**src/rtl/core/arbb_pkg.sv**
```systemverilog
`default_nettype none
package arbb_pkg;

	// Field widths of the cell and box transactions.
	localparam int COORD_W = 11;
	localparam int DENS_W  = 16;

	// Configuration register indexes (byte address is four times the index).
	localparam int REG_IDX_W = 2;
	localparam logic [REG_IDX_W-1:0] REG_DENSITY_THRESHOLD = 2'd0;
	localparam logic [REG_IDX_W-1:0] REG_MARGIN            = 2'd1;
	localparam logic [REG_IDX_W-1:0] REG_GRID_WIDTH        = 2'd2;
	localparam logic [REG_IDX_W-1:0] REG_GRID_HEIGHT       = 2'd3;

	localparam int APB_ADDR_W = 4;
	localparam int APB_DATA_W = 32;

	// Reset values of the grid size registers.
	localparam logic [COORD_W-1:0] GRID_SIZE_RESET = 11'd1024;

	// Lowest interior coordinate.
	localparam logic [COORD_W-1:0] COORD_ONE = 11'd1;

	typedef struct packed {
		logic [COORD_W-1:0] cell_x;
		logic [COORD_W-1:0] cell_y;
		logic [DENS_W-1:0]  cell_density;
		logic               frame_last;
	} cell_t;

	typedef struct packed {
		logic [COORD_W-1:0] box_min_x;
		logic [COORD_W-1:0] box_max_x;
		logic [COORD_W-1:0] box_min_y;
		logic [COORD_W-1:0] box_max_y;
		logic               frame_empty;
	} box_t;

	typedef struct packed {
		logic [DENS_W-1:0]  density_threshold;
		logic [COORD_W-1:0] margin;
		logic [COORD_W-1:0] grid_width;
		logic [COORD_W-1:0] grid_height;
	} cfg_t;

endpackage
`default_nettype wire

```
**src/rtl/core/arbb_ifs.sv**
```systemverilog
`default_nettype none
// Cell stream: one grid cell per transaction.
interface arbb_cell_if import arbb_pkg::*; ();
	logic               valid;
	logic               ready;
	logic [COORD_W-1:0] cell_x;
	logic [COORD_W-1:0] cell_y;
	logic [DENS_W-1:0]  cell_density;
	logic               frame_last;

	modport source (output valid, output cell_x, output cell_y, output cell_density,
		output frame_last, input ready);
	modport sink (input valid, input cell_x, input cell_y, input cell_density,
		input frame_last, output ready);
endinterface

// Box stream: one new window per frame.
interface arbb_box_if import arbb_pkg::*; ();
	logic               valid;
	logic               ready;
	logic [COORD_W-1:0] box_min_x;
	logic [COORD_W-1:0] box_max_x;
	logic [COORD_W-1:0] box_min_y;
	logic [COORD_W-1:0] box_max_y;
	logic               frame_empty;

	modport source (output valid, output box_min_x, output box_max_x, output box_min_y,
		output box_max_y, output frame_empty, input ready);
	modport sink (input valid, input box_min_x, input box_max_x, input box_min_y,
		input box_max_y, input frame_empty, output ready);
endinterface
`default_nettype wire

```
**src/rtl/core/active_region_bounding_box_unit.sv**
```systemverilog
`default_nettype none
// Channel    Direction  Transaction
// grid_cell  in         one grid cell: cell_x, cell_y, cell_density, frame_last
// box        out        new window on the last cell: box bounds, frame_empty
// APB        in         register writes and reads, pready always high
//
// One cell is taken every cycle unless a last cell waits in the cell register.
// The cell register feeds the window/tracker logic, whose box lands in the result register.
// A last cell waits in the cell register while an earlier box is still not taken.
// Reset sets the window to the full grid, clears the trackers and loads register defaults.
module active_region_bounding_box_unit import arbb_pkg::*; #(
	parameter int MAX_GRID     = 1024,
	parameter int DENSITY_BITS = 16
) (
	input  wire logic                  clk,
	input  wire logic                  arst_n,
	arbb_cell_if.sink                  grid_cell,
	arbb_box_if.source                 box,
	input  wire logic                  psel,
	input  wire logic                  penable,
	input  wire logic                  pwrite,
	input  wire logic [APB_ADDR_W-1:0] paddr,
	input  wire logic [APB_DATA_W-1:0] pwdata,
	output logic      [APB_DATA_W-1:0] prdata,
	output logic                       pready
);

	cfg_t  cfg;
	cell_t cell_s1;
	logic  cell_valid_s1;
	box_t  box_res;
	box_t  box_q;
	logic  box_valid_q;
	logic  box_free, step, cell_take;

	arbb_apb_regs u_regs (
		.clk     (clk),
		.arst_n  (arst_n),
		.psel    (psel),
		.penable (penable),
		.pwrite  (pwrite),
		.paddr   (paddr),
		.pwdata  (pwdata),
		.prdata  (prdata),
		.pready  (pready),
		.cfg     (cfg)
	);

	// Handshake: a cell moves on unless it is a last cell facing a full result register.
	assign box_free        = !box_valid_q || box.ready;
	assign step            = cell_valid_s1 && (!cell_s1.frame_last || box_free);
	assign grid_cell.ready = !cell_valid_s1 || step;
	assign cell_take       = grid_cell.valid && grid_cell.ready;

	// Input register.
	always_ff @(posedge clk or negedge arst_n) begin
		if (!arst_n) begin
			cell_valid_s1 <= 1'b0;
		end else if (cell_take) begin
			cell_valid_s1 <= 1'b1;
		end else if (step) begin
			cell_valid_s1 <= 1'b0;
		end
	end

	always_ff @(posedge clk) begin
		if (cell_take) begin
			cell_s1.cell_x       <= grid_cell.cell_x;
			cell_s1.cell_y       <= grid_cell.cell_y;
			cell_s1.cell_density <= grid_cell.cell_density;
			cell_s1.frame_last   <= grid_cell.frame_last;
		end
	end

	arbb_tracker #(
		.MAX_GRID     (MAX_GRID),
		.DENSITY_BITS (DENSITY_BITS)
	) u_tracker (
		.clk       (clk),
		.arst_n    (arst_n),
		.step      (step),
		.grid_cell (cell_s1),
		.cfg       (cfg),
		.result    (box_res)
	);

	// Result register.
	always_ff @(posedge clk or negedge arst_n) begin
		if (!arst_n) begin
			box_valid_q <= 1'b0;
		end else if (step && cell_s1.frame_last) begin
			box_valid_q <= 1'b1;
		end else if (box.ready) begin
			box_valid_q <= 1'b0;
		end
	end

	always_ff @(posedge clk) begin
		if (step && cell_s1.frame_last) begin
			box_q <= box_res;
		end
	end

	assign box.valid       = box_valid_q;
	assign box.box_min_x   = box_q.box_min_x;
	assign box.box_max_x   = box_q.box_max_x;
	assign box.box_min_y   = box_q.box_min_y;
	assign box.box_max_y   = box_q.box_max_y;
	assign box.frame_empty = box_q.frame_empty;

endmodule
`default_nettype wire

```
**src/rtl/core/arbb_apb_regs.sv**
```systemverilog
`default_nettype none
module arbb_apb_regs import arbb_pkg::*; (
	input  wire logic                  clk,
	input  wire logic                  arst_n,
	input  wire logic                  psel,
	input  wire logic                  penable,
	input  wire logic                  pwrite,
	input  wire logic [APB_ADDR_W-1:0] paddr,
	input  wire logic [APB_DATA_W-1:0] pwdata,
	output logic      [APB_DATA_W-1:0] prdata,
	output logic                       pready,
	output cfg_t                       cfg
);

	logic                  wr_en;
	logic [REG_IDX_W-1:0]  reg_idx;
	cfg_t                  cfg_q;

	assign pready  = 1'b1;
	assign wr_en   = psel && penable && pwrite;
	assign reg_idx = paddr[APB_ADDR_W-1:2];
	assign cfg     = cfg_q;

	// Register writes in the access phase of a write transaction.
	always_ff @(posedge clk or negedge arst_n) begin
		if (!arst_n) begin
			cfg_q.density_threshold <= '0;
			cfg_q.margin            <= '0;
			cfg_q.grid_width        <= GRID_SIZE_RESET;
			cfg_q.grid_height       <= GRID_SIZE_RESET;
		end else if (wr_en) begin
			unique case (reg_idx)
				REG_DENSITY_THRESHOLD: cfg_q.density_threshold <= pwdata[DENS_W-1:0];
				REG_MARGIN:            cfg_q.margin            <= pwdata[COORD_W-1:0];
				REG_GRID_WIDTH:        cfg_q.grid_width        <= pwdata[COORD_W-1:0];
				REG_GRID_HEIGHT:       cfg_q.grid_height       <= pwdata[COORD_W-1:0];
				default: ;
			endcase
		end
	end

	// Read data, zero extended.
	always_comb begin
		unique case (reg_idx)
			REG_DENSITY_THRESHOLD: prdata = APB_DATA_W'(cfg_q.density_threshold);
			REG_MARGIN:            prdata = APB_DATA_W'(cfg_q.margin);
			REG_GRID_WIDTH:        prdata = APB_DATA_W'(cfg_q.grid_width);
			REG_GRID_HEIGHT:       prdata = APB_DATA_W'(cfg_q.grid_height);
			default:               prdata = '0;
		endcase
	end

endmodule
`default_nettype wire

```
**src/rtl/core/arbb_tracker.sv**
```systemverilog
`default_nettype none
module arbb_tracker import arbb_pkg::*; #(
	parameter int MAX_GRID     = 1024,
	parameter int DENSITY_BITS = 16
) (
	input  wire logic  clk,
	input  wire logic  arst_n,
	input  wire logic  step,
	input  cell_t      grid_cell,
	input  cfg_t       cfg,
	output box_t       result
);

	// Only the low DCMP bits (DENSITY_BITS, capped at DENS_W) of density and threshold take part.
	localparam int DCMP = (DENSITY_BITS < DENS_W) ? DENSITY_BITS : DENS_W;
	localparam logic [COORD_W-1:0] GRID_RST = COORD_W'(MAX_GRID % (1 << COORD_W));

	logic [COORD_W-1:0] win_min_x_q, win_max_x_q, win_min_y_q, win_max_y_q;
	logic [COORD_W-1:0] seen_min_x_q, seen_max_x_q, seen_min_y_q, seen_max_y_q;
	logic               any_seen_q;

	logic               in_window, hit;
	logic [COORD_W-1:0] n_min_x, n_max_x, n_min_y, n_max_y;
	logic               n_any;
	logic [COORD_W:0]   hi_x, hi_y;
	box_t               box;

	// Window test and occupancy test for the current cell.
	always_comb begin
		in_window = (grid_cell.cell_x >= win_min_x_q) && (grid_cell.cell_x <= win_max_x_q) &&
			(grid_cell.cell_y >= win_min_y_q) && (grid_cell.cell_y <= win_max_y_q);
		hit = in_window &&
			(grid_cell.cell_density[DCMP-1:0] > cfg.density_threshold[DCMP-1:0]);
	end

	// Tracker update; the first counting cell loads all four bounds.
	always_comb begin
		n_min_x = seen_min_x_q;
		n_max_x = seen_max_x_q;
		n_min_y = seen_min_y_q;
		n_max_y = seen_max_y_q;
		n_any   = any_seen_q || hit;
		if (hit) begin
			if (!any_seen_q || grid_cell.cell_x < seen_min_x_q) n_min_x = grid_cell.cell_x;
			if (!any_seen_q || grid_cell.cell_x > seen_max_x_q) n_max_x = grid_cell.cell_x;
			if (!any_seen_q || grid_cell.cell_y < seen_min_y_q) n_min_y = grid_cell.cell_y;
			if (!any_seen_q || grid_cell.cell_y > seen_max_y_q) n_max_y = grid_cell.cell_y;
		end
	end

	// Widen by the margin and clamp: lower bound to 1, upper bound to the grid size; no counting cell gives the full grid.
	always_comb begin
		hi_x = {1'b0, n_max_x} + {1'b0, cfg.margin};
		hi_y = {1'b0, n_max_y} + {1'b0, cfg.margin};
		if (n_any) begin
			box.box_min_x = (cfg.margin >= n_min_x) ? COORD_ONE : n_min_x - cfg.margin;
			box.box_min_y = (cfg.margin >= n_min_y) ? COORD_ONE : n_min_y - cfg.margin;
			box.box_max_x = (hi_x > {1'b0, cfg.grid_width}) ? cfg.grid_width
				: hi_x[COORD_W-1:0];
			box.box_max_y = (hi_y > {1'b0, cfg.grid_height}) ? cfg.grid_height
				: hi_y[COORD_W-1:0];
			box.frame_empty = 1'b0;
		end else begin
			box.box_min_x   = COORD_ONE;
			box.box_max_x   = cfg.grid_width;
			box.box_min_y   = COORD_ONE;
			box.box_max_y   = cfg.grid_height;
			box.frame_empty = 1'b1;
		end
	end

	assign result = box;

	// Window and tracker state; the last cell stores the new window and clears the trackers.
	always_ff @(posedge clk or negedge arst_n) begin
		if (!arst_n) begin
			win_min_x_q  <= COORD_ONE;
			win_max_x_q  <= GRID_RST;
			win_min_y_q  <= COORD_ONE;
			win_max_y_q  <= GRID_RST;
			seen_min_x_q <= GRID_RST;
			seen_max_x_q <= '0;
			seen_min_y_q <= GRID_RST;
			seen_max_y_q <= '0;
			any_seen_q   <= 1'b0;
		end else if (step) begin
			if (grid_cell.frame_last) begin
				win_min_x_q  <= box.box_min_x;
				win_max_x_q  <= box.box_max_x;
				win_min_y_q  <= box.box_min_y;
				win_max_y_q  <= box.box_max_y;
				seen_min_x_q <= GRID_RST;
				seen_max_x_q <= '0;
				seen_min_y_q <= GRID_RST;
				seen_max_y_q <= '0;
				any_seen_q   <= 1'b0;
			end else begin
				seen_min_x_q <= n_min_x;
				seen_max_x_q <= n_max_x;
				seen_min_y_q <= n_min_y;
				seen_max_y_q <= n_max_y;
				any_seen_q   <= n_any;
			end
		end
	end

endmodule
`default_nettype wire
```
**src/flat_wrapper.sv**
```systemverilog
// flat-port wrapper written by rule: the top's interface ports become plain ports
module active_region_bounding_box_unit_flat import arbb_pkg::*;
#(
	parameter int MAX_GRID     = 1024,
	parameter int DENSITY_BITS = 16
)
  (clk, arst_n, psel, penable, pwrite, paddr, pwdata, prdata, pready, grid_cell_valid, grid_cell_cell_x, grid_cell_cell_y, grid_cell_cell_density, grid_cell_frame_last, grid_cell_ready, box_valid, box_box_min_x, box_box_max_x, box_box_min_y, box_box_max_y, box_frame_empty, box_ready);
  arbb_cell_if grid_cell_i ();
  arbb_box_if box_i ();
  input  wire logic clk;
  input  wire logic arst_n;
  input  wire logic psel;
  input  wire logic penable;
  input  wire logic pwrite;
  input  wire logic [APB_ADDR_W-1:0] paddr;
  input  wire logic [APB_DATA_W-1:0] pwdata;
  output logic      [APB_DATA_W-1:0] prdata;
  output logic pready;
  input wire logic [$bits(grid_cell_i.valid)-1:0] grid_cell_valid;
  input wire logic [$bits(grid_cell_i.cell_x)-1:0] grid_cell_cell_x;
  input wire logic [$bits(grid_cell_i.cell_y)-1:0] grid_cell_cell_y;
  input wire logic [$bits(grid_cell_i.cell_density)-1:0] grid_cell_cell_density;
  input wire logic [$bits(grid_cell_i.frame_last)-1:0] grid_cell_frame_last;
  output wire logic [$bits(grid_cell_i.ready)-1:0] grid_cell_ready;
  output wire logic [$bits(box_i.valid)-1:0] box_valid;
  output wire logic [$bits(box_i.box_min_x)-1:0] box_box_min_x;
  output wire logic [$bits(box_i.box_max_x)-1:0] box_box_max_x;
  output wire logic [$bits(box_i.box_min_y)-1:0] box_box_min_y;
  output wire logic [$bits(box_i.box_max_y)-1:0] box_box_max_y;
  output wire logic [$bits(box_i.frame_empty)-1:0] box_frame_empty;
  input wire logic [$bits(box_i.ready)-1:0] box_ready;
  assign grid_cell_i.valid = grid_cell_valid;
  assign grid_cell_i.cell_x = grid_cell_cell_x;
  assign grid_cell_i.cell_y = grid_cell_cell_y;
  assign grid_cell_i.cell_density = grid_cell_cell_density;
  assign grid_cell_i.frame_last = grid_cell_frame_last;
  assign grid_cell_ready = grid_cell_i.ready;
  assign box_valid = box_i.valid;
  assign box_box_min_x = box_i.box_min_x;
  assign box_box_max_x = box_i.box_max_x;
  assign box_box_min_y = box_i.box_min_y;
  assign box_box_max_y = box_i.box_max_y;
  assign box_frame_empty = box_i.frame_empty;
  assign box_i.ready = box_ready;
  active_region_bounding_box_unit #(.MAX_GRID(MAX_GRID), .DENSITY_BITS(DENSITY_BITS)) u_core (.clk(clk), .arst_n(arst_n), .grid_cell(grid_cell_i), .box(box_i), .psel(psel), .penable(penable), .pwrite(pwrite), .paddr(paddr), .pwdata(pwdata), .prdata(prdata), .pready(pready));
endmodule
```
**config.mk**
```make
export PLATFORM = sky130hd
export DESIGN_NAME = active_region_bounding_box_unit_flat
export DESIGN_NICKNAME = d
export VERILOG_FILES = /design/src/rtl/core/arbb_pkg.sv /design/src/rtl/core/arbb_ifs.sv /design/src/rtl/core/active_region_bounding_box_unit.sv /design/src/rtl/core/arbb_apb_regs.sv /design/src/rtl/core/arbb_tracker.sv /design/src/flat_wrapper.sv
export SDC_FILE = /design/constraint.sdc
export NUM_CORES = 1
export LEC_CHECK = 0
export BUFFER_PORTS_ARGS = -buffer_cell sky130_fd_sc_hd__buf_2
export CAP_MARGIN = 40
export CORE_MARGIN = 2
export CORE_UTILIZATION = 55
export CTS_CLUSTER_DIAMETER = 50
export DETAILED_ROUTE_END_ITERATION = 10
export PLACE_DENSITY = 0.75
export SLEW_MARGIN = 10
export SYNTH_ARGS = -nofsm -noshare
export SYNTH_HDL_FRONTEND = slang
export SYNTH_HIERARCHICAL = 1
export SYNTH_SLANG_ARGS = --single-unit
```
**constraint.sdc**
```tcl
create_clock -name clk -period 8.67 [get_ports clk]
set_input_delay 1.3005 -clock clk [delete_from_list [all_inputs] [get_ports clk]]
set_output_delay 1.3005 -clock clk [all_outputs]
set_load 0.03 [all_outputs]
```
# Word-level counts from Yosys, hierarchy flattened
# Index checks and enable logic that the tools add are counted.
[word_totals]
word_cells = 96
inputBits = 82
out_inout_bits = 80
reg_bits = 224
[op_classes]
n_reduce_logical = 29
n_addsub = 4
n_mux = 23
eq_ne = 3
order_cmp = 13
[op_table]
columns = ["cell", "count"]
rows = [
  ["$mux W11", 16],
  ["$pmux W32 S4", 1],
  ["$mux W45", 1],
  ["$ge A11 B11 Y1", 4],
  ["$add A11 B11 Y12", 2],
  ["$gt A12 B11 Y1", 2],
  ["$gt A11 B11 Y1", 2],
  ["$le A11 B11 Y1", 2],
  ["$lt A11 B11 Y1", 2],
  ["$sub A11 B11 Y11", 2],
  ["$gt A16 B16 Y1", 1],
  ["$reduce_and A2 Y1", 5],
  ["$logic_and A1 B1 Y1", 9],
  ["$logic_or A1 B1 Y1", 8],
  ["$mux W1", 5],
  ["$eq A2 B2 Y1 const B", 2],
  ["$logic_not A1 Y1", 4],
  ["$reduce_bool A2 Y1", 2],
  ["$eq A2 B1 Y1 const B", 1],
  ["$logic_not A2 Y1", 1],
]

# Longest topological paths before layout
# Gate-level depths: netlist of run 1.
[depth]
depth_word = 10
ltp_mapped = 28
ltp_nobuf = 25

# Hierarchy
# The synthesis of run 1 kept the hierarchy.
[modules_own_cells]
columns = ["module", "area_each_um2", "seq_area_each_um2", "instances", "cells_per_inst"]
rows = [
  ["arbb_tracker", 10679.0, 2234.6, 1, 1290],
  ["active_region_bounding_box_unit", 2640.0, 2572.5, 1, 94],
  ["arbb_apb_regs", 2383.5, 1228.7, 1, 149],
]

# Worst setup path before layout of run 1
# No wires, ideal clock.
[synth_timing]
path_kind = "register to register"
from = "reg u_core.u_tracker.win_max_y_q[10]"
to = "reg u_core.box_q (netlist bit u_core/box.box_max_x[6]) (data pin)"
synth_period_minus_slack_ns = 6.693
t_required_ns = 8.408
n_path_buf = 3
setup_time_ns = 0.262
stages_incl_launch_ff = 27
t_arrival_ns = 6.431
setup_slack_ns = 1.977
path_cell_list = "dfstp_2 > inv_1 > ha_1 > a21oi_2 > o21ai_1 > or4_1 > a22o_1 > or3_1 > nor3_2 > buf_4 > mux2_1 > ha_1 > a211oi_2 > o21ai_1 > a211oi_1 > nor2_1 > o311ai_0 > ha_1 > nand2_1 > nor2_1 > o21a_1 > o311a_1 > or3_1 > buf_2 > nor3_4 > buf_4 > mux2_1"
[synth_lines]
columns = ["item", "line_no", "rtl"]
rows = [
  ["start: declaration", "arbb_tracker.sv:18", "logic [COORD_W-1:0] win_min_x_q, win_max_x_q, win_min_y_q, win_max_y_q;"],
  ["start signal: assignment", "arbb_tracker.sv:91", "win_max_y_q <= box.box_max_y;"],
  ["end signal: assignment", "active_region_bounding_box_unit.sv:100", "box_q <= box_res;"],
  ["end: declaration", "active_region_bounding_box_unit.sv:32", "box_t box_q;"],
]

==> impl_metrics.yaml, run 1 <==
outcome:
  status: "complete, no violations"
drt:
  vias: 12500
  wl_per_cell_um: 20.1
  wl_um: 41000
  drt_iter0_drc: 942
  dr.pass1.iters: 5
  drtAntennaViolNets: 0
  drc: 0
  via_per_inst: 6.14
cts:
  htreeDepth: 1
  cts_num_sinks: 224
  clk_latency_ns: 0.56
  cts_resized: 0
  post-cts-setup-buffer-count: 0
  cts_tree: "done"
  clkTransAtPathRegs_ns: 0.06
  hold_buffers: 0
  cts_buffers: 29
  cts-root-buf: "clkbuf_16"
  cts_max_path_buffers: 3
global_route:
  grtUsageMet2: 0.440
  grt_first_pass_wirelength_um: 64900
  grtUsageMet1: 0.362
  grt-busiest-layer: "met2"
  use_met3: 0.0477
  antenna_found_initial: 1
  overflow: 0
  grtUsageTotal: 0.270
  grt_pass1_vias: 12200
  grt_max_degree: 72
setup_path:
  crit_chain: "ha_1 > a21oi_2 > o21ai_1 > or4_1 > a22o_1 > or3_1 > nor3_2 > mux2_1 > ha_1 > o21ai_0 > o21ai_1 > a211oi_1 > nor2_1 > o311ai_0 > ha_1 > nand2_1 > nor2_1 > o21a_1 > o311a_1 > or3_1 > nor3_4 > mux2_2"
  worst_path_most_repeated_cell: "ha_1"
  worstSetupStartpointType: "register"
  worstSetupPathType: "reg -> reg"
  cpMaxStageDelayCell: "nor3_4"
  crit_arrival_ns: 8.41
  crit_path_max_incr_delay_ns: 0.65
  required_ns: 8.98
  crit_path_end_kind: "register"
  crit_buf_inv: 0
  path_max_fanout: 14
  crit_family: "simple AND/OR/NAND/NOR gates"
synthesis:
  synth_common_cells: "ha_1, inv_1, dfrtp_1"
  synth_cell_types: 81
  avgSynthCellArea_sq_um: 10.2
  synth_warnings: 6
  synth_area_sq_mm: 0.0157
  synth_most_common_cell: "ha_1"
  synth_top_area_frac: 0.210
  synth_cells: 1533
  synth_seq_cells: 224
  async_flop_share: 0.625
  synth-seq-area-share: 0.384
  synth_edf_count: 84
  synth_top_area_cell: "dfrtp_1"
  synthFlopType: "dfrtp_1"
  synth_top_cells_by_area: "dfrtp_1, edfxtp_1, ha_1, inv_1, mux2_2"
sta:
  max_slew_margin: 0.336
  final_hold_viol_count: 0
  skew_ns: 0.0141
  tightest_slew_ns: 0.996
  period_needed_ns: 8.09
  drv_slew: 0
  timing.fmax_mhz: 124
  tns_ns: 0
  finalSetupViolCount: 0
  finalCritPeriodShare: 0.934
  rsz0062_at_grt: "false"
finish:
  fillCellCount: 2268
  register_area_sq_mm: 0.00604
  multi_input_area_sq_mm: 0.00872
  nets: 1889
  antenna_cells: 0
  syn2layout_area_growth_pct: 12.0
  largest_reg_flops: 49
  finish.instance_area_sq_mm: 0.0176
  drive_gt1_frac: 0.191
place:
  gp_congestion: 0.928
  dp_hpwl_um: 29900
  port_buffers: 126
  placed_cell_area_sq_mm: 0.0167
floorplan:
  start_util: 0.562
  die_y_um: 173
  die_w_um: 173
  placementRows: 61
  die_area_sq_mm: 0.0299
  core-area_sq_mm: 0.0279
  pin_count: 162
power_and_ir_drop:
  power_density_mw_per_mm2: 349
  vdd_drop_max_mv: 0.189
  p_leak_nw: 7.77
min_path:
  hold_class: "reg -> reg"
flow_run:
  max_cap_violations: 0
-- placed cells by master (no fill, tap or decap), types with 37 or more instances in the layout --
cell	instances
o21ai_0	37
a21oi_1	53
nand2b_1	52
nor3_1	38
edfxtp_1	84
nand4_1	71
o311ai_1	52
mux2_2	49
nand2_1	84
mux2_1	42
inv_1	149
dfrtp_1	132
ha_1	168
buf_2	127
nor2_1	73
-- layer usage --
| layer | part of all wire | wire length (um) |
|---|---|---|
| met1 | 0.43 | 17500 |
| met2 | 0.47 | 19300 |
| met3 | 0.067 | 2760 |
| met4 | 0.036 | 1480 |
| met5 | 0 | 0 |
-- path summary, 6_finish.rpt --
kind	start	to	slack (ns)	depth (start not counted)
worst min register to register	u_core/u_tracker/win_min_y_q[4]$_DFFE_PN0P_	u_core/u_tracker/win_min_y_q[4]$_DFFE_PN0P_	0.48	2
worst max register to register	u_core/cell_s1[25]$_DFFE_PP_	u_core/box.box_max_x[4]$_DFFE_PP_	0.58	22
worst min-delay path	u_core/u_tracker/win_min_y_q[4]$_DFFE_PN0P_	u_core/u_tracker/win_min_y_q[4]$_DFFE_PN0P_	0.48	2
worst max-delay path	u_core/cell_s1[25]$_DFFE_PP_	u_core/box.box_max_x[4]$_DFFE_PP_	0.58	22
min in group asynchronous	arst_n	u_core/u_tracker/win_min_y_q[2]$_DFFE_PN0P_	0.77	1
max in group asynchronous	arst_n	u_core/u_tracker/win_max_x_q[10]$_DFFE_PN1P_	6.79	3
-- layout make-up --
class | instances | area share
Tap cell | 378 | 0.0269
Timing Repair Buffer | 152 | 0.0494
Multi-Input combinational cell | 1079 | 0.495
Clock inverter | 18 | 0.00882
Clock buffer | 36 | 0.0445
Sequential cell | 224 | 0.343
Inverter | 149 | 0.0318
-- stage by stage --
| stage | utilization | std cells | setup slack (ns) | total power, mW | hold WS (ns) |
|---|---|---|---|---|---|
| finish | 0.630 | 2036 | 0.576 | 6.14 | 0.480 |
| global route | 0.630 | 2036 | 0.147 | 6.59 | 0.499 |
| CTS | 0.630 | 2036 | 0.657 | 6.11 | 0.482 |
| detailed placement | 0.596 | 1982 | 0.693 | 4.92 | 0.466 |
| global placement | 0.593 | 1974 | 0.803 | 4.78 | 0.457 |
| floorplan | - | 1548 | 1.98 | 4.07 | 0.443 |
-- logic make-up (layout without fill, tap and decap cells) --
family,after synthesis,count (layout),synth area share
xor gates and xnor gates,20,20,0.0112
muxes,123,123,0.0978
AOI/OAI and AO/OA,298,298,0.143
buffers and inverters,245,355,0.0676
and+or+nand+nor,449,449,0.157
other,2,17,0.000478
DFF,224,224,0.384
adders and majority gates,172,172,0.139
-- power by group --
| group | internal, mW | total, mW | switching [mW] |
|---|---|---|---|
| combinational | 1.29 | 3.32 | 2.03 |
| sequential | 1.41 | 1.65 | 0.244 |
| clock | 0.682 | 1.17 | 0.487 |
| total | 3.38 | 6.14 | 2.76 |
-- tightest hold or removal path, cell delays in order, from the launching register on --
cell and delay, ns:
dfrtp_1 0.34, nand2_1 0.05, o41ai_1 0.05
Power figures use the tool's default switching activity.
==> run 2: changes to the inputs <==
PLACE_DENSITY = 0.82   (was 0.75)
==> run 2 against run 1 <==
Net effect: die area did not move; fmax is 2.4% higher; register-to-register slack better by 0.19 ns; non-clock buffer count rose by 3; sequential power barely moved; clock-buffer cell count fell by 4; global-route usage decreased by 0.073 points; first-iteration DRC count up 28%; worst setup slack improved by 0.19 ns.
==> impl_metrics.yaml, run 2 (same netlist as run 1, synthesis figures left out) <==
outcome:
  status: "complete, no violations"
cts:
  post-cts-setup-buffer-count: 0
  cts-root-buf: "clkbuf_16"
  cts_max_path_buffers: 3
  clk_latency_ns: 0.55
  cts_num_sinks: 224
  cts_tree: "done"
  cts_resized: 0
  cts_buffers: 29
  clkTransAtPathRegs_ns: 0.06
  hold_buffers: 0
  htreeDepth: 1
drt:
  vias: 12800
  wl_um: 41000
  wl_per_cell_um: 20.1
  dr.pass1.iters: 6
  drt_iter0_drc: 1208
  drtAntennaViolNets: 0
  via_per_inst: 6.27
  drc: 0
power_and_ir_drop:
  power_density_mw_per_mm2: 354
  seq_power_share: 0.263
  p_leak_nw: 7.82
  sw_frac_of_total: 0.449
  p_clk_frac: 0.197
  power.internal_mw: 3.45
  combPwrFrac: 0.540
  vdd_drop_max_mv: 0.257
  switchingPower_mw: 2.81
floorplan:
  start_util: 0.562
  die_area_sq_mm: 0.0299
  placementRows: 61
  pin_count: 162
  die_w_um: 173
  core-area_sq_mm: 0.0279
  die_y_um: 173
global_route:
  grtUsageTotal: 0.269
  overflow: 0
  grt_pass1_vias: 12700
  grt_first_pass_wirelength_um: 65600
  grt_max_degree: 72
  antenna_found_initial: 0
sta:
  tightest_slew_ns: 1.00
  tns_ns: 0
  period_needed_ns: 7.91
  rsz0062_at_grt: "false"
  holdWs_ns: 0.482
  skew_ns: 0.0129
  finalCritPeriodShare: 0.912
  finalSetupViolCount: 0
  timing.fmax_mhz: 126
  max_slew_margin: 0.333
  final_hold_viol_count: 0
  drv_slew: 0
setup_path:
  crit_path_end_kind: "register"
  worstSetupPathType: "reg -> reg"
  crit_path_max_incr_delay_ns: 0.64
  reg2reg_to: "u_core/box.box_max_y[7]$_DFFE_PP_"
  crit_buf_inv: 0
  cpMaxStageDelayCell: "nor3_2"
  required_ns: 8.96
  ff2ff_path_depth: 22
  r2r_start: "u_core/cell_s1[27]$_DFFE_PP_"
  path_max_fanout: 14
  r2r_slack_ns: 0.76
  worstSetupStartpointType: "register"
  crit_arrival_ns: 8.19
  worst_path_most_repeated_cell: "ha_1"
  crit_chain: "ha_1 > a21oi_2 > o21ai_1 > or4_1 > a22o_1 > or3_1 > nor3_2 > mux2_1 > ha_1 > o21ai_0 > o21ai_1 > a211oi_1 > or4b_2 > o211ai_1 > ha_1 > nand4_1 > nor2_1 > nand4_1 > a221o_1 > or3_1 > nor3_4 > mux2_1"
  crit_family: "simple AND/OR/NAND/NOR gates"
place:
  dp_hpwl_um: 29800
  gp_congestion: 0.898
  port_buffers: 126
  dp.cells: 1985
finish:
  nets: 1892
  antenna_cells: 0
  stdcell_count: 2039
  final_common_cell: "ha_1"
  syn2layout_area_growth_pct: 12.6
  final_cell_mix: "ha_1, inv_1, dfrtp_1, buf_2"
  utilization: 0.633
  largest_reg_flops: 49
  drive_gt1_frac: 0.194
min_path:
  hp-start: "u_core/u_tracker/win_min_x_q[6]$_DFFE_PN0P_"
  hold_class: "reg -> reg"
  min_to: "u_core/u_tracker/win_min_x_q[6]$_DFFE_PN0P_"
  hold_depth: 2
flow_run:
  max_cap_violations: 0
run 2: worst max-delay path by stage:
stage,start,end,depth (start not counted)
floorplan,u_core/u_tracker/win_max_y_q[10]$_DFFE_PN1P_,u_core/box.box_max_x[6]$_DFFE_PP_,26
global placement,u_core/cell_s1[27]$_DFFE_PP_,u_core/box.box_max_y[6]$_DFFE_PP_,22
detailed placement,u_core/cell_s1[27]$_DFFE_PP_,u_core/box.box_max_y[5]$_DFFE_PP_,22
CTS,u_core/cell_s1[27]$_DFFE_PP_,u_core/box.box_max_y[5]$_DFFE_PP_,22
global route,u_core/cell_s1[27]$_DFFE_PP_,u_core/box.box_max_y[7]$_DFFE_PP_,22
finish,u_core/cell_s1[27]$_DFFE_PP_,u_core/box.box_max_y[7]$_DFFE_PP_,22
run 2: stage by stage:
stage	area [sq um]	setup slack [ns]	total power [mW]
2_1_floorplan	15800	1.98	4.07
3_3_place_gp	16600	1.17	4.74
6_report	17700	0.762	6.26
3_5_place_dp	16700	1.02	4.93
4_1_cts	17700	0.944	6.20
5_1_grt	17700	0.579	6.68
run 2: area by class of cell:
class | instances | area [sq um]
tap | 378 | 473
inverter | 149 | 559
sequential | 224 | 6040
timing repair buffer | 155 | 911
fill | 2186 | 10300
clock inverter | 22 | 245
clock buffer | 32 | 747
multi-input combinational | 1079 | 8710
run 2: power by group through the flow:
stage	clock [mW]	combinational [mW]	sequential (mW)
after floorplan	0	2.43	1.64
after global placement	0	3.11	1.64
after detailed placement	0	3.28	1.65
after CTS	1.25	3.32	1.63
after global routing	1.30	3.71	1.67
final	1.23	3.39	1.64
run 2: metal layers:
layer | up-vias | share of wire | GRT usage
met4 | 0 | 0.046 | 0.117
met2 | 562 | 0.47 | 0.453
met5 | - | 0 | 0
met3 | 135 | 0.070 | 0.0424
li1 | 5912 | - | -
met1 | 6166 | 0.41 | 0.345
run 2: worst reg2reg max path, stage by stage (launching register included):
cell	delay, ns
edfxtp_1	0.55
ha_1	0.41
a21oi_2	0.16
o21ai_1	0.08
or4_1	0.50
a22o_1	0.29
or3_1	0.44
nor3_2	0.64
mux2_1	0.40
ha_1	0.33
o21ai_0	0.32
o21ai_1	0.14
a211oi_1	0.46
or4b_2	0.22
o211ai_1	0.14
ha_1	0.34
nand4_1	0.07
nor2_1	0.13
nand4_1	0.16
a221o_1	0.34
or3_1	0.54
nor3_4	0.56
mux2_1	0.43
==> run 3: changes to the inputs <==
CORE_UTILIZATION = 60   (was 55)
PLACE_DENSITY = 0.88   (was 0.82)
==> run 3 against run 2 <==
Net effect: clock skew grew 0.0053 ns; utilization rose by 4.5 points; cell area down 0.67%; sequential share of layout area is 0.23 points higher; power is 0.73% lower; worst hold slack improved by 0.0030 ns; die area down 8.1%; clock power down 4%; flip-flop and latch count is the same; critical path depth grew 1; sequential power hardly changed; cell count decreased by 2.3%; largest power group unchanged.
==> impl_metrics.yaml, run 3 (same netlist as run 1, synthesis figures left out) <==
drt:
  drt_iter0_drc: 1495
  vias: 13000
  drtAntennaViolNets: 0
  wl_um: 41800
  via_per_inst: 6.55
  dr.pass1.iters: 6
  wl_per_cell_um: 21.0
  drc: 0
cts:
  post-cts-setup-buffer-count: 0
  clkTransAtPathRegs_ns: 0.06
  hold_buffers: 0
  cts_num_sinks: 224
  cts_max_path_buffers: 3
  htreeDepth: 1
  cts_tree: "done"
  cts-root-buf: "clkbuf_16"
  cts_buffers: 28
  clk_latency_ns: 0.55
  cts_resized: 0
place:
  dp.cells: 1940
  dp_hpwl_um: 30200
  gp_congestion: 0.934
  port_buffers: 126
finish:
  nets: 1889
  drive_gt1_frac: 0.191
  final_common_cell: "ha_1"
  stdcell_count: 1992
  final_cell_mix: "ha_1, inv_1, dfrtp_1, buf_2"
  largest_reg_flops: 49
  antenna_cells: 0
  syn2layout_area_growth_pct: 11.8
sta:
  max_slew_margin: 0.392
  drv_slew: 0
  tightest_slew_ns: 0.905
  tns_ns: 0
  final_hold_viol_count: 0
  timing.fmax_mhz: 126
  finalSetupViolCount: 0
  period_needed_ns: 7.95
  rsz0062_at_grt: "false"
  skew_ns: 0.0182
  finalCritPeriodShare: 0.917
min_path:
  hold_class: "reg -> reg"
  hp-start: "u_core/u_tracker/win_min_y_q[6]$_DFFE_PN0P_"
floorplan:
  die_w_um: 166
  placementRows: 59
  start_util: 0.606
  pin_count: 162
  die_area_sq_mm: 0.0275
  die_y_um: 166
  core-area_sq_mm: 0.0259
setup_path:
  crit_chain: "ha_1 > a21oi_2 > o21ai_1 > or4_1 > a22o_1 > or3_1 > nor3_2 > buf_4 > mux2_1 > ha_1 > o21ai_0 > o21ai_1 > a211oi_1 > nor2_1 > o311ai_0 > ha_1 > nand2_1 > nor2_1 > nand4_1 > a221o_1 > or3_1 > nor3_4 > mux2_2"
  path_max_fanout: 14
  crit_path_end_kind: "register"
  worst_path_most_repeated_cell: "ha_1"
  worstSetupStartpointType: "register"
  r2r_start: "u_core/cell_s1[25]$_DFFE_PP_"
  worstSetupPathType: "reg -> reg"
  r2r_slack_ns: 0.72
  crit_path_start: "u_core/cell_s1[25]$_DFFE_PP_"
  required_ns: 8.96
  crit_arrival_ns: 8.24
  crit_path_max_incr_delay_ns: 0.64
  cpMaxStageDelayCell: "o311ai_0"
flow_run:
  max_cap_violations: 0
power_and_ir_drop:
  vdd_drop_max_mv: 0.244
  power_density_mw_per_mm2: 354
  p_leak_nw: 7.79
global_route:
  overflow: 0
  grt_max_degree: 72
  grtUsageTotal: 0.300
  grt_first_pass_wirelength_um: 67500
  grt_pass1_vias: 13100
  antenna_found_initial: 0
outcome:
  status: "complete, no violations"
run 3: area by class of cell:
cell class                      count  area (sq um)
Clock buffer                       38           810
Inverter                          149           559
Timing Repair Buffer              153           888
Fill cell                        1848          8350
Sequential cell                   224          6040
Clock inverter                     14           140
Multi-Input combinational cell   1079          8710
Tap cell                          335           419
run 3: worst paths after layout:
| check | endpoint | cells past startpoint |
|---|---|---|
| max in group asynchronous | u_core/u_tracker/seen_min_x_q[10]$_DFFE_PN1P_ | 3 |
| min in group asynchronous | u_core/u_regs/cfg[15]$_DFFE_PN0P_ | 1 |
| min reg2reg | u_core/u_tracker/win_min_y_q[6]$_DFFE_PN0P_ | 2 |
| min | u_core/u_tracker/win_min_y_q[6]$_DFFE_PN0P_ | 2 |
| max | u_core/box.box_max_x[3]$_DFFE_PP_ | 23 |
| max reg2reg | u_core/box.box_max_x[3]$_DFFE_PP_ | 23 |
run 3: critical path, delay by kind of cell (launching register included):
| kind | cells | cell delay [ns] |
|---|---|---|
| compound gates | 8 | 2.29 |
| fa+ha+maj | 3 | 0.97 |
| buf+inv | 1 | 0.22 |
| flops | 1 | 0.55 |
| mux | 2 | 0.79 |
| simple gates | 9 | 2.89 |
run 3: where the power goes:
group          internal [mW]  switching (mW)  total [mW]
Combinational           1.31            2.08        3.39
Sequential              1.41           0.241        1.65
Clock                  0.696           0.484        1.18
run 3: metrics by stage:
stage	hold slack (ns)	setup slack [ns]	area [sq um]	util	power [mW]
CTS	0.482	0.837	17600	0.678	6.15
detailed placement	0.460	0.864	16600	0.641	4.93
global placement	0.456	1.02	16500	0.637	4.72
finish	0.485	0.724	17600	0.678	6.22
floorplan	0.443	1.98	15800	-	4.07
global route	0.501	0.413	17600	0.678	6.62
run 3: routing by layer:
layer / vias to the layer above / global-route usage / part of all wire
li1: 5904 / - / -
met1: 6248 / 0.382 / 0.39
met2: 721 / 0.492 / 0.47
met3: 172 / 0.0555 / 0.084
met4: 0 / 0.156 / 0.059
met5: - / 0 / 0
